## src/rtl/adst_pkg.sv

```systemverilog
// ============================================================================
// adst_pkg: shared constants and types of the anisotropic diffusion stencil
// Widths of the sample path, register codes and the bundles passed between
// the window, arithmetic and output parts of the block.
// ============================================================================
package adst_pkg;

    localparam int MAX_ROW_LENGTH = 512;
    localparam int SAMPLE_WIDTH   = 16;
    localparam int COEF_WIDTH     = 18;
    localparam int OUT_WIDTH      = 40;
    localparam int MAX_ROW_COUNT  = 4096;

    // Column and row counters only ever hold positions inside the grid.
    localparam int COL_W = (MAX_ROW_LENGTH > 1) ? $clog2(MAX_ROW_LENGTH) : 1;
    localparam int ROW_W = $clog2(MAX_ROW_COUNT);

    // Register field widths as written through the configuration port.
    localparam int LEN_W      = 10;
    localparam int CNT_W      = 13;
    localparam int CFG_IDX_W  = 3;
    localparam int CFG_DATA_W = COEF_WIDTH;

    // Pre-added neighbor pairs and the folded centre weight -(2a+2b).
    localparam int PAIR_W        = SAMPLE_WIDTH + 1;
    localparam int DIFF_W        = SAMPLE_WIDTH + 2;
    localparam int CENTER_COEF_W = COEF_WIDTH + 3;

    // Result queue.
    localparam int FIFO_DEPTH = 8;
    localparam int FIFO_PTR_W = $clog2(FIFO_DEPTH);
    localparam int OCC_W      = FIFO_PTR_W + 1;

    typedef enum logic [CFG_IDX_W-1:0] {
        REG_COEF_AXIAL_ROW    = 3'd0,
        REG_COEF_AXIAL_COL    = 3'd1,
        REG_COEF_CROSS        = 3'd2,
        REG_PADDED_ROW_LENGTH = 3'd3,
        REG_PADDED_ROW_COUNT  = 3'd4
    } cfg_reg_t;

    typedef struct packed {
        logic signed [COEF_WIDTH-1:0]    axial_row;
        logic signed [COEF_WIDTH-1:0]    axial_col;
        logic signed [COEF_WIDTH-1:0]    diag;
        logic signed [CENTER_COEF_W-1:0] center;
    } coef_t;

    typedef struct packed {
        logic [COL_W-1:0] len_m1;
        logic [ROW_W-1:0] rows_m1;
    } geom_t;

    typedef struct packed {
        logic                           valid;
        logic                           last;
        logic signed [SAMPLE_WIDTH-1:0] center;
        logic signed [PAIR_W-1:0]       row_pair;
        logic signed [PAIR_W-1:0]       col_pair;
        logic signed [DIFF_W-1:0]       diag_diff;
    } taps_t;

endpackage

```

## src/rtl/adst_out_fifo.sv

```systemverilog
// ============================================================================
// adst_out_fifo: result queue
// Decouples the arithmetic pipeline from the result channel; the top level
// only accepts a sample while a slot is reserved for its result.
// ============================================================================
module adst_out_fifo (
    input  logic                                  aclk,
    input  logic                                  aresetn,
    input  logic                                  push,
    input  logic signed [adst_pkg::OUT_WIDTH-1:0] push_term,
    input  logic                                  push_last,
    input  logic                                  pop,
    output logic                                  out_valid,
    output logic signed [adst_pkg::OUT_WIDTH-1:0] out_term,
    output logic                                  out_last
);
    import adst_pkg::*;

    logic signed [OUT_WIDTH-1:0] term_mem [FIFO_DEPTH];
    logic                        last_mem [FIFO_DEPTH];

    logic [FIFO_PTR_W-1:0] wr_ptr_reg;
    logic [FIFO_PTR_W-1:0] rd_ptr_reg;
    logic [OCC_W-1:0]      count_reg, count_next;
    logic                  do_pop;

    assign out_valid = (count_reg != '0);
    assign do_pop    = pop && out_valid;
    assign out_term  = term_mem[rd_ptr_reg];
    assign out_last  = last_mem[rd_ptr_reg];

    always_comb begin
        count_next = count_reg;
        if (push && !do_pop) begin
            count_next = count_reg + OCC_W'(1);
        end else if (!push && do_pop) begin
            count_next = count_reg - OCC_W'(1);
        end
    end

    always_ff @(posedge aclk) begin
        if (!aresetn) begin
            wr_ptr_reg <= '0;
            rd_ptr_reg <= '0;
            count_reg  <= '0;
        end else begin
            if (push) begin
                wr_ptr_reg <= wr_ptr_reg + FIFO_PTR_W'(1);
            end
            if (do_pop) begin
                rd_ptr_reg <= rd_ptr_reg + FIFO_PTR_W'(1);
            end
            count_reg <= count_next;
        end
    end

    always_ff @(posedge aclk) begin
        if (push) begin
            term_mem[wr_ptr_reg] <= push_term;
            last_mem[wr_ptr_reg] <= push_last;
        end
    end

endmodule

```

## config.mk

```make
export PLATFORM = sky130hd
export DESIGN_NAME = adst_out_fifo
export DESIGN_NICKNAME = d
export VERILOG_FILES = /design/src/rtl/adst_pkg.sv /design/src/rtl/adst_out_fifo.sv
export SDC_FILE = /design/constraint.sdc
export NUM_CORES = 1
export LEC_CHECK = 0
export BUFFER_PORTS_ARGS = -buffer_cell sky130_fd_sc_hd__buf_2
export CORE_UTILIZATION = 60
export DETAILED_ROUTE_END_ITERATION = 10
export PLACE_DENSITY = 0.79
export SYNTH_ARGS = -nofsm -noshare
export SYNTH_HDL_FRONTEND = slang
export SYNTH_SLANG_ARGS = --single-unit
```

## constraint.sdc

```tcl
create_clock -name aclk -period 5.4 [get_ports aclk]
set_input_delay 1.08 -clock aclk [delete_from_list [all_inputs] [get_ports aclk]]
set_output_delay 1.08 -clock aclk [all_outputs]
set_load 0.005 [all_outputs]
```

# After elaboration in Yosys (flattened, before gate mapping)
# Memories as Yosys holds them, arrays and structs flattened. A register that Yosys moved wholly into a read port is not among the register bits.
# Cells that the tools add are included.
# totals
ff_bits,10
ram_bits,328
input_bits,45
output_inout_bits,42
elab_cells,24
memories,2
# memory_table
name,depth,word_bits,rd,rd_clocked_by_memory_dff,write_ports,line_no,source
term_mem,8,40,1,1,1,adst_out_fifo.sv:19,logic signed [OUT_WIDTH-1:0] term_mem [FIFO_DEPTH];
last_mem,8,1,1,1,1,adst_out_fifo.sv:20,logic last_mem [FIFO_DEPTH];
# classes
n_addsub,4
n_mux,8
n_reduce_logical,7
# op_table
cell,n
$mux 3,4
$mux 4,2
$add 3x1->3 const B,2
$add 4x1->4 const B,1
$reduce_bool 4->1,1
$sub 4x1->4 const B,1
$logic_and 1x1->1,3
$logic_not 1->1,2
$mux 1,2
$reduce_bool 2->1,1

# Logic depth before layout (Yosys ltp)
# depth
depth_word,5
ltp_mapped,9
ltp_nobuf,9

# Least setup slack after synthesis
# No wires, ideal clock.
# synth_timing
path_kind,input -> register
startpoint,in push
endpoint,"mem last_mem[0], enable pin"
setup_ns,0.490
arrival_time_ns,3.983
t_required_ns,4.910
slack_ns,0.927
path_stages,2
n_path_buf,0
path_cell_list,nand2b_1 > nor3_1
# synth_between
elab_chain_len,2
# synth_rtl
element,line_no,source
start: declaration,adst_out_fifo.sv:9,"input logic push,"
$mux 1,adst_out_fifo.sv:58,if (push) begin
$mux 1 (implied by the code),adst_out_fifo.sv:60,last_mem[wr_ptr_reg] <= push_last;
end: declaration,adst_out_fifo.sv:20,
# Every way passes these cells.

==> results.md <==
- Outcome: finished clean
- Clk slew on worst S/H paths: 0.06 ns
- GPL Wtd Cong: 0.696
- DR iter-0 viols: 390
- Final setup violation count: 0
- CTS sink count: 341
- Highest clock rate: 250 MHz
- GRT Overall Usage: 21.7%
- Initial antenna violation count: 1
- P per Cell Area: 426 nW/µm²
- Crit Path Class: reg2out
- Max reg flops: 320
- Port buffer count: 86
- Placed Area: 14000 µm²
- Critical path launch point type: flop
- Synth-to-Final Area Change: 13.7%
- VDD IR-drop max: 0.000327 V
- Number of iterations in the first detailed-routing pass: 5
- Hold Vio Cnt, Final: 0
- Die width: 151 µm
- Hold Crit Class: reg2reg
- Leak: 5.02 nW
- Tmin final: 3.99 ns
- Tcrit/Tclk final: 73.9%
- Seq/Total Area, Yosys: 76.3%
- Die area: 22700 µm²
- Hold depth: 2
- Clock root buffer: clkbuf_16
- Ys flop type: edfxtp_1
- Hold EP: count_reg[3]$_SDFFE_PN0P_
- Io pins: 87
- R2r worst-path depth: 9
- NumNets Final: 702
- RR Endpoint: count_reg[3]$_SDFFE_PN0P_
- Worst Path Required: 4.32 ns
- Critical path's top delay family: multiplexers
- DRT antenna net count: 0
- WL per Instance: 24.6 µm
- Ys Warns: 0
- Dpl hpwl: 12500 µm
- First-pass GRT wire length: 35200 µm
- CP Max Fanout: 48
- Starting density of the core: 60.9%
- Grt ovf: 0
- Worst Path Buf+Inv: 2
- Worst Path Arrival: 2.91 ns
- Worst path slowest cell: dfxtp_4
- Post-CTS Setup Inserts: 0
- Drt via density: 6.06
- Synth unique cells: 28
- CP Capture Type: output port
- Core area: 21800 µm²
- Worst slew margin: 27.6%
- Slew @ Worst Pin: 1.09 ns
- Synth Net Count: 594
- Post-synth EDFFs: 328
- Vias: 5773
- Placed insts: 895
- # Max-Cap Violations: 0
- Worst-skew pair later-pin latency: 0.51 ns
- Hold_ws: 0.473 ns
- Design Area, Final: 15100 µm²
- Largest net degree at the start of global routing: 83
- CTS tree: yes
- Power Total: 0.00642 W
- Setup_tns: 0 ns
- Non-Filler Instances: 953
- Critical-path cell list: buf_4 -> mux4_1 -> mux2_2 -> buf_2
- H-Tree Depth: 2
- Hold Path Origin: count_reg[3]$_SDFFE_PN0P_
- Syn avg cell area: 24.4 µm²
- Hold-fix buffers, CTS: 0
- ANT cells: 0
- R2R setup slack: 2.84 ns
- Site Rows: 54
- Wirelength, routed: 23400 µm
- Number of global-route vias before repair: 6093
- Synth async-reset ratio: 0%
- Largest stage delay, worst path: 0.85 ns
- Worst Skew: 0.0103 ns
- FF+latch count, synth: 341
- # resized after CTS: 0
- CTS Buf Count: 34
- RSZ-0062 raised after global routing: no
- Die height: 151 µm
- FF-to-FF Start: count_reg[1]$_SDFFE_PN0P_
- Post-synthesis cell count: 543
- Share of cells above drive strength 1: 29.4%
- # DRC: 0
- Max clock buf depth: 3
- Mapped Area: 13300 µm²
- Final max-slew violation count: 0
power by group:
group	internal (W)	total, W	switching, W
clock network	0.00131	0.00222	0.000914
logic	0.000640	0.00104	0.000405
registers	0.00299	0.00316	0.000166
total	0.00494	0.00642	0.00148
tightest hold or removal path, cell delays in order, from the launching register on:
cell and delay (ns):
dfxtp_1 0.32, nand2_1 0.05, mux2i_1 0.05
synthesized netlist by cell type (all sizes together), types with 3 or more instances:
master    n  area [µm²]
buf      17         131
mux4     82        2150
edfxtp  328        9850
nor2      7        26.3
and2      7        43.8
nand2     7        26.3
ha        5        62.6
mux2     41         462
nand2b    4        25.0
mux2i     3        30.0
clkbuf    8        31.3
dfxtp    13         260
nand3     3        15.0
xnor2     5        43.8
routing by layer:
layer | GRT usage, % | vias up | routed length (µm)
met2 | 35.8 | 200 | 11500
met3 | 4.27 | 33 | 1710
li1 | - | 2570 | -
met1 | 29.5 | 2970 | 9780
met4 | 7.05 | 0 | 416
met5 | 0 | - | 0
cell families (layout without fill, tap and decap cells):
group / after synthesis / in the layout / share of synthesized area, %
multiplexers: 126 / 126 / 19.9
AND/OR/NAND/NOR: 33 / 33 / 1.28
flip-flops: 341 / 341 / 76.3
XOR/XNOR: 6 / 6 / 0.397
AO/OA/AOI/OAI: 5 / 5 / 0.236
adder cells (fa/ha/maj): 6 / 6 / 0.623
buffers and inverters: 26 / 156 / 1.26
how the worst max path moves through the flow:
stage          start                    end  slack (ns)  depth (start not counted)
4_1_cts         flop            out_term[8]        1.38                          4
2_1_floorplan   push  last_mem[0]$_DFFE_PP_        0.93                          2
3_5_place_dp    flop            out_term[8]        1.91                          4
3_3_place_gp    flop           out_term[38]        1.95                          4
6_report        flop           out_term[33]        1.41                          4
5_1_grt         flop            out_term[8]        1.32                          4
metrics by stage:
step | utilization [%] | worst slack (ns)
after floorplan | - | 0.927
after CTS | 69.3 | 1.38
after global placement | 64.4 | 1.95
after global routing | 69.3 | 1.32
final | 69.3 | 1.41
after detailed placement | 64.4 | 1.91
final cells by class:
class,instances,area [µm²]
Clock inverter,12,86.3
Multi-Input combinational cell,176,3030
Fill cell,1290,6680
Clock buffer,46,970
Tap cell,280,350
Timing Repair Buffer,97,513
Sequential cell,341,10100
Inverter,1,3.75
placed cells by master (no fill, tap or decap):
master and count:
a211oi_1 1, a21boi_0 1, a21oi_1 1, a31oi_1 1, and2_1 7, buf_2 86, buf_4 11, bufinv_16 1
clkbuf_1 8, clkbuf_16 37, clkbuf_8 1, clkinv_1 4, clkinv_2 6, dfxtp_1 10, dfxtp_2 1, dfxtp_4 2
edfxtp_1 328, fa_1 1, ha_1 5, inv_1 1, inv_8 1, mux2_2 41, mux2i_1 3, mux4_1 80
mux4_2 2, nand2_1 7, nand2b_1 4, nand3_1 3, nor2_1 1, nor2_4 6, nor2b_1 2, nor3_2 2
o21ai_0 1, or4_4 1, xnor2_1 5, xor2_1 1
Power figures use the tool's default switching activity.
