`config.mk`:
```
export PLATFORM = sky130hd
export DESIGN_NAME = adst_mac
export DESIGN_NICKNAME = d
export VERILOG_FILES = /design/src/rtl/adst_pkg.sv /design/src/rtl/adst_mac.sv
export SDC_FILE = /design/constraint.sdc
export NUM_CORES = 2
export LEC_CHECK = 0
export BUFFER_PORTS_ARGS = -buffer_cell sky130_fd_sc_hd__buf_4
export CORE_AREA = 8 8 489 491
export DETAILED_ROUTE_END_ITERATION = 8
export DIE_AREA = 0 0 497 499
export HOLD_SLACK_MARGIN = 0.12
export PLACE_DENSITY = 0.36
export SYNTH_ARGS = -nofsm -noshare
export SYNTH_HDL_FRONTEND = slang
export SYNTH_SLANG_ARGS = --single-unit
```
`constraint.sdc`:
```
create_clock -name aclk -period 6.85 [get_ports aclk]
set_input_delay 0 -clock aclk [delete_from_list [all_inputs] [get_ports aclk]]
set_output_delay 0 -clock aclk [all_outputs]
set_load 0.03 [all_outputs]
```
`src/rtl/adst_pkg.sv`:
```
// ============================================================================
// adst_pkg: shared constants and types of the anisotropic diffusion stencil
// Widths of the sample path, register codes and the bundles passed between
// the window, arithmetic and output parts of the block.
// ============================================================================
package adst_pkg;

    localparam int MAX_ROW_LENGTH = 512;
    localparam int SAMPLE_WIDTH   = 16;
    localparam int COEF_WIDTH     = 18;
    localparam int OUT_WIDTH      = 40;
    localparam int MAX_ROW_COUNT  = 4096;

    // Column and row counters only ever hold positions inside the grid.
    localparam int COL_W = (MAX_ROW_LENGTH > 1) ? $clog2(MAX_ROW_LENGTH) : 1;
    localparam int ROW_W = $clog2(MAX_ROW_COUNT);

    // Register field widths as written through the configuration port.
    localparam int LEN_W      = 10;
    localparam int CNT_W      = 13;
    localparam int CFG_IDX_W  = 3;
    localparam int CFG_DATA_W = COEF_WIDTH;

    // Pre-added neighbor pairs and the folded centre weight -(2a+2b).
    localparam int PAIR_W        = SAMPLE_WIDTH + 1;
    localparam int DIFF_W        = SAMPLE_WIDTH + 2;
    localparam int CENTER_COEF_W = COEF_WIDTH + 3;

    // Result queue.
    localparam int FIFO_DEPTH = 8;
    localparam int FIFO_PTR_W = $clog2(FIFO_DEPTH);
    localparam int OCC_W      = FIFO_PTR_W + 1;

    typedef enum logic [CFG_IDX_W-1:0] {
        REG_COEF_AXIAL_ROW    = 3'd0,
        REG_COEF_AXIAL_COL    = 3'd1,
        REG_COEF_CROSS        = 3'd2,
        REG_PADDED_ROW_LENGTH = 3'd3,
        REG_PADDED_ROW_COUNT  = 3'd4
    } cfg_reg_t;

    typedef struct packed {
        logic signed [COEF_WIDTH-1:0]    axial_row;
        logic signed [COEF_WIDTH-1:0]    axial_col;
        logic signed [COEF_WIDTH-1:0]    diag;
        logic signed [CENTER_COEF_W-1:0] center;
    } coef_t;

    typedef struct packed {
        logic [COL_W-1:0] len_m1;
        logic [ROW_W-1:0] rows_m1;
    } geom_t;

    typedef struct packed {
        logic                           valid;
        logic                           last;
        logic signed [SAMPLE_WIDTH-1:0] center;
        logic signed [PAIR_W-1:0]       row_pair;
        logic signed [PAIR_W-1:0]       col_pair;
        logic signed [DIFF_W-1:0]       diag_diff;
    } taps_t;

endpackage

```
`src/rtl/adst_mac.sv`:
```
// ============================================================================
// adst_mac: weighted stencil sum
// Four registered products of weights and neighbor pairs, then a two-level
// registered adder tree that yields the Q15.24 diffusion term.
// ============================================================================
module adst_mac (
    input  logic                                  aclk,
    input  logic                                  aresetn,
    input  adst_pkg::taps_t                       taps,
    input  adst_pkg::coef_t                       coef,
    output logic                                  push,
    output logic signed [adst_pkg::OUT_WIDTH-1:0] push_term,
    output logic                                  push_last
);
    import adst_pkg::*;

    localparam int CENTER_PROD_W = CENTER_COEF_W + SAMPLE_WIDTH;
    localparam int PAIR_PROD_W   = COEF_WIDTH + PAIR_W;
    localparam int DIFF_PROD_W   = COEF_WIDTH + DIFF_W;

    logic                             p_valid_reg;
    logic                             p_last_reg;
    logic signed [CENTER_PROD_W-1:0]  p_center_reg;
    logic signed [PAIR_PROD_W-1:0]    p_row_reg;
    logic signed [PAIR_PROD_W-1:0]    p_col_reg;
    logic signed [DIFF_PROD_W-1:0]    p_diag_reg;

    logic                             s_valid_reg;
    logic                             s_last_reg;
    logic signed [OUT_WIDTH-1:0]      sum_a_reg;
    logic signed [OUT_WIDTH-1:0]      sum_b_reg;

    logic                             f_valid_reg;
    logic                             f_last_reg;
    logic signed [OUT_WIDTH-1:0]      term_reg;

    always_ff @(posedge aclk) begin
        if (!aresetn) begin
            p_valid_reg <= 1'b0;
            s_valid_reg <= 1'b0;
            f_valid_reg <= 1'b0;
        end else begin
            p_valid_reg <= taps.valid;
            s_valid_reg <= p_valid_reg;
            f_valid_reg <= s_valid_reg;
        end
        p_last_reg   <= taps.last;
        p_center_reg <= taps.center * coef.center;
        p_row_reg    <= taps.row_pair * coef.axial_row;
        p_col_reg    <= taps.col_pair * coef.axial_col;
        p_diag_reg   <= taps.diag_diff * coef.diag;

        s_last_reg   <= p_last_reg;
        sum_a_reg    <= OUT_WIDTH'(p_center_reg) + OUT_WIDTH'(p_row_reg);
        sum_b_reg    <= OUT_WIDTH'(p_col_reg) + OUT_WIDTH'(p_diag_reg);

        f_last_reg   <= s_last_reg;
        term_reg     <= sum_a_reg + sum_b_reg;
    end

    assign push      = f_valid_reg;
    assign push_term = term_reg;
    assign push_last = f_last_reg;

endmodule

```
* Yosys cells after proc, flatten, opt, wreduce, memory -nomap -nowiden
Index checks and enable logic that the tools add are counted.
Word-level totals: register bits after elaboration 264, input port bits 147, output and inout port bits 42, word-level logic and storage cells 20
Operators by class: add/sub/neg operators 3, multipliers 4
Operators by type and width (number):
- $mul A17 B18 Y35 | 2
- $add A38 B37 Y39 | 1
- $add A37 B35 Y38 | 1
- $add A35 B36 Y37 | 1
- $mul A16 B21 Y37 | 1
- $mul A18 B18 Y36 | 1

* Longest topological paths before layout
depth in word-level cells 1, mapped depth 26, mapped depth without buffers 25

* Least setup slack after synthesis
Ideal clock, no wire load.
path kind input -> register, start point input taps[11] (netlist bit), end point register p_diag_reg[32], setup time 0.118 ns, data arrival time 5.802 ns, required time 6.732 ns, slack 0.930 ns, cell stages on the path 22, buffers on the path 2, cell sequence clkbuf_1 > clkbuf_1 > nand2_1 > fa_1 > inv_1 > fa_1 > inv_1 > fa_1 > fa_1 > inv_1 > fa_1 > fa_1 > ha_1 > and4_1 > nand3_1 > nor4b_1 > o311ai_1 > o2111a_1 > o31ai_1 > a21o_1 > a21oi_1 > xnor2_1
On the way: word-level cells in the longest chain between the ends 1
Ends and longest elaborated chain:
- start: declaration | line adst_mac.sv:9 | input adst_pkg::taps_t taps,
- $mul A18 B18 Y36 | line adst_mac.sv:51 | p_diag_reg <= taps.diag_diff * coef.diag;
- end signal: assignment | line adst_mac.sv:51
- end: declaration | line adst_mac.sv:26 | logic signed [DIFF_PROD_W-1:0] p_diag_reg;
Every way passes these cells. A chain may end at the register's enable or synchronous reset.

* Final worst setup path
start point input coef[21] (netlist bit), end point register p_diag_reg[35]
On the way: word-level cells in the longest chain between the ends 1
Ends and longest elaborated chain:
- start: declaration | line adst_mac.sv:10 | input adst_pkg::coef_t coef,
- $mul A18 B18 Y36 | line adst_mac.sv:51
Every way passes these cells.

==> flow_metrics.tcl <==
set metrics [dict create \
    status "completed" \
    hold_viol_final 0 \
    ys_seq_area_share_pct 9.155 \
    worstPathArrival_ns 6.83 \
    max_freq_mhz 156.5 \
    end_kind "register" \
    synth_area_leaders "fa_1, ha_1, inv_1" \
    period_share_pct 93.26 \
    fin_nets 8220 \
    start_util_pct 24.85 \
    drc 0 \
    drt_pass1_iterations 5 \
    grt_start_max_net_pins 22 \
    fin_util_pct 27.48 \
    fin_crit_ns 6.388 \
    layout-drive-gt1-share_pct 4.620 \
    vias 39850 \
    post-cts-setup-buffers 0 \
    largest_reg_flops 39 \
    grt_pass1_vias 44780 \
    wire_per_inst_um 18.26 \
    grt_pass1_wl_mm 272.0 \
    synth_top_flop_cell "dfxtp_1" \
    clockBufferDepth 3 \
    hp-class "in -> reg" \
    avgSynthCellArea_um2 9.195 \
    hold_path_end "p_col_reg[2]" \
    required_ns 7.30 \
    cts_buffers 35 \
    crit_fanout 18 \
    tritoncts "done" \
    syn-instance-count 6254 \
    yosysTopAreaCellShare_pct 44.77 \
    insertion_delay_ns 0.54 \
    ioPinCount 189 \
    ys_warn_count 0 \
    setup_viol 0 \
    tightest_slew_ns 0.8230 \
    ys_async_sr_fraction_pct 0 \
    rows 177 \
    r2r-start "p_center_reg[0]" \
    holdPathStages 3 \
    core-area_mm2 0.2314 \
    ant_nets 0 \
    overflow 0 \
    first_iter_violations 1630 \
    syn2layout_area_growth_pct 10.58 \
    start_kind "input port" \
    viasPerCell 4.244 \
    drt-total-wl_mm 171.4 \
    portBuffers 188 \
    die_w_um 497 \
    grt_util_all_layers_pct 13.91 \
    maxSlewViolCount 0 \
    gp_congestion 0.7824 \
    cts.htree.levels 2 \
    syn_area_mm2 0.05751 \
    worst-setup-path-type "in -> reg" \
    relSlewSlack_pct 44.97 \
    clock-sinks 263 \
    r2r_setup_slack_ns 3.42 \
    hold_start "taps[20]" \
    antenna_found_initial 9 \
    finalSetupTns_ns 0 \
    die_area_mm2 0.2480 \
    fin_worst_skew_ns 0.01984 \
    cts.clk_slew.worst_paths_ns 0.07 \
    reg2reg_to "sum_a_reg[36]" \
    clock-root-buffer "clkbuf_16" \
    ys_ff_latch 263 \
    cts_resized 0 \
    rsz0062_at_grt "false" \
    synth_fp_nets 8157 \
    reg2reg_depth 13 \
    die_y_um 499 \
    post-synth-top-area-cell "fa_1" \
    hold_slack_ns 0.1382 \
    layoutNonFillerInstCount 9389 \
    maxCapViolCount 0 \
    dp_cells 9299 \
    synth-edff-count 0 \
    yosysUniqueCellTypes 83 \
    dp_hpwl_mm 145.0 \
]
[critical path, stage by stage]
cell and delay (ns):
dlygate4sd3_1 0.56, buf_4 0.22, and2_1 0.23, fa_1 0.75, fa_1 0.51, ha_1 0.73
fa_1 0.56, fa_1 0.55, inv_1 0.05, fa_1 0.53, inv_1 0.07, ha_1 0.34
nand2_1 0.14, and4b_1 0.22, a2111oi_2 0.51, o21bai_1 0.21, a211oi_1 0.36, nor2_1 0.09
a211oi_1 0.21
[routing by layer]
| layer | share of wire (%) | vias up | GRT usage, % |
|---|---|---|---|
| met1 | 47 | 20610 | 19.18 |
| li1 | - | 18710 | - |
| met5 | 0 | - | 0 |
| met3 | 2.1 | 82 | 1.010 |
| met2 | 50 | 449 | 24.79 |
| met4 | 0.93 | 0 | 1.341 |
[layout make-up]
type / instances / area, um2
clock inverters: 13 / 247.7
inverters: 1498 / 5623
flip-flops and latches: 263 / 5265
repair buffers: 230 / 1787
diodes: 4 / 10.01
fillers: 24900 / 167800
clock buffers: 49 / 1001
multi-input cells: 4289 / 45850
well taps: 3043 / 3807
[stage by stage]
stage / cell area, um2 / setup slack, ns
floorplan: 57510 / 0.9296
global placement: 62090 / 0.4180
detailed placement: 62090 / 0.3844
CTS: 63580 / 0.3925
global route: 63580 / 0.1190
finish: 63590 / 0.4620
[layout by cell type, fill, tap and decap left out, types with 9 or more instances in the layout]
master,instances
clkbuf_1,9
buf_4,206
nor3_1,41
a211oi_1,15
xnor2_1,187
o21bai_1,30
a31o_2,12
o211ai_1,16
and2_1,493
nand2_1,794
ha_1,470
o21a_1,32
dlygate4sd3_1,24
dfxtp_1,263
clkbuf_16,37
and3_1,19
a21oi_1,166
nor2_1,181
o21ai_1,12
a21o_1,111
fa_1,1286
nand3_1,33
nand2b_1,50
a31oi_1,16
xor2_1,56
or3_1,14
nand4_1,18
nor2b_1,35
inv_1,1497
o21ai_0,86
[cells by family (layout without fill, tap and decap cells)]
group | after synthesis | in the layout | synth area share (%)
AOI/OAI and AO/OA | 584 | 584 | 6.797
xor gates and xnor gates | 243 | 243 | 3.701
adders and majority gates | 1756 | 1756 | 54.99
buffers and inverters | 1702 | 1790 | 11.12
DFF | 263 | 263 | 9.155
muxes | 1 | 1 | 0.01741
other | 0 | 4 | 0
and+or+nand+nor | 1705 | 1705 | 14.22
[worst max path at each step]
stage / start / to / slack (ns) / cells past startpoint
2_1_floorplan: taps[11] / p_diag_reg[32] / 0.93 / 22
3_3_place_gp: taps[17] / p_diag_reg[35] / 0.42 / 18
3_5_place_dp: taps[17] / p_diag_reg[35] / 0.38 / 18
4_1_cts: coef[21] / p_diag_reg[35] / 0.39 / 19
5_1_grt: coef[21] / p_diag_reg[35] / 0.12 / 19
6_report: coef[21] / p_diag_reg[35] / 0.46 / 19
[repair_timing]
action | 4_1_cts | 5_1_grt
hold endpoints to repair | 16 | 0
endpoints found under the setup margin | 0 | 0
hold buffers | 24 | 0
[synth_stat cells (4+ instances only)]
cell type     n
clkbuf_1    203
nor2b_1      35
a211o_1       4
nand2_1     794
a21oi_1     166
a31oi_1      16
o211a_1       4
nor3b_1       4
a211oi_1     15
xnor2_1     187
o31ai_1       7
o211ai_1     16
dfxtp_1     263
and4_1        4
xor2_1       56
nand2b_1     50
or3_1        14
o21ai_0      86
a21boi_0      4
nor3_1       41
nand3_1      33
a41oi_1       4
and3_1       19
nand4_1      18
a31o_2       12
o31a_1        5
and2_1      493
o311ai_1      4
o21bai_1     30
nor2_1      181
ha_1        470
fa_1       1286
o311ai_0      5
a21o_1      111
o21a_1       32
a21oi_2       4
a311oi_1      4
inv_1      1497
o21ai_1      12
Power is left out: the tool's default activity adds up to more than one toggle a clock period on the data nets, which glitch-free logic cannot reach.
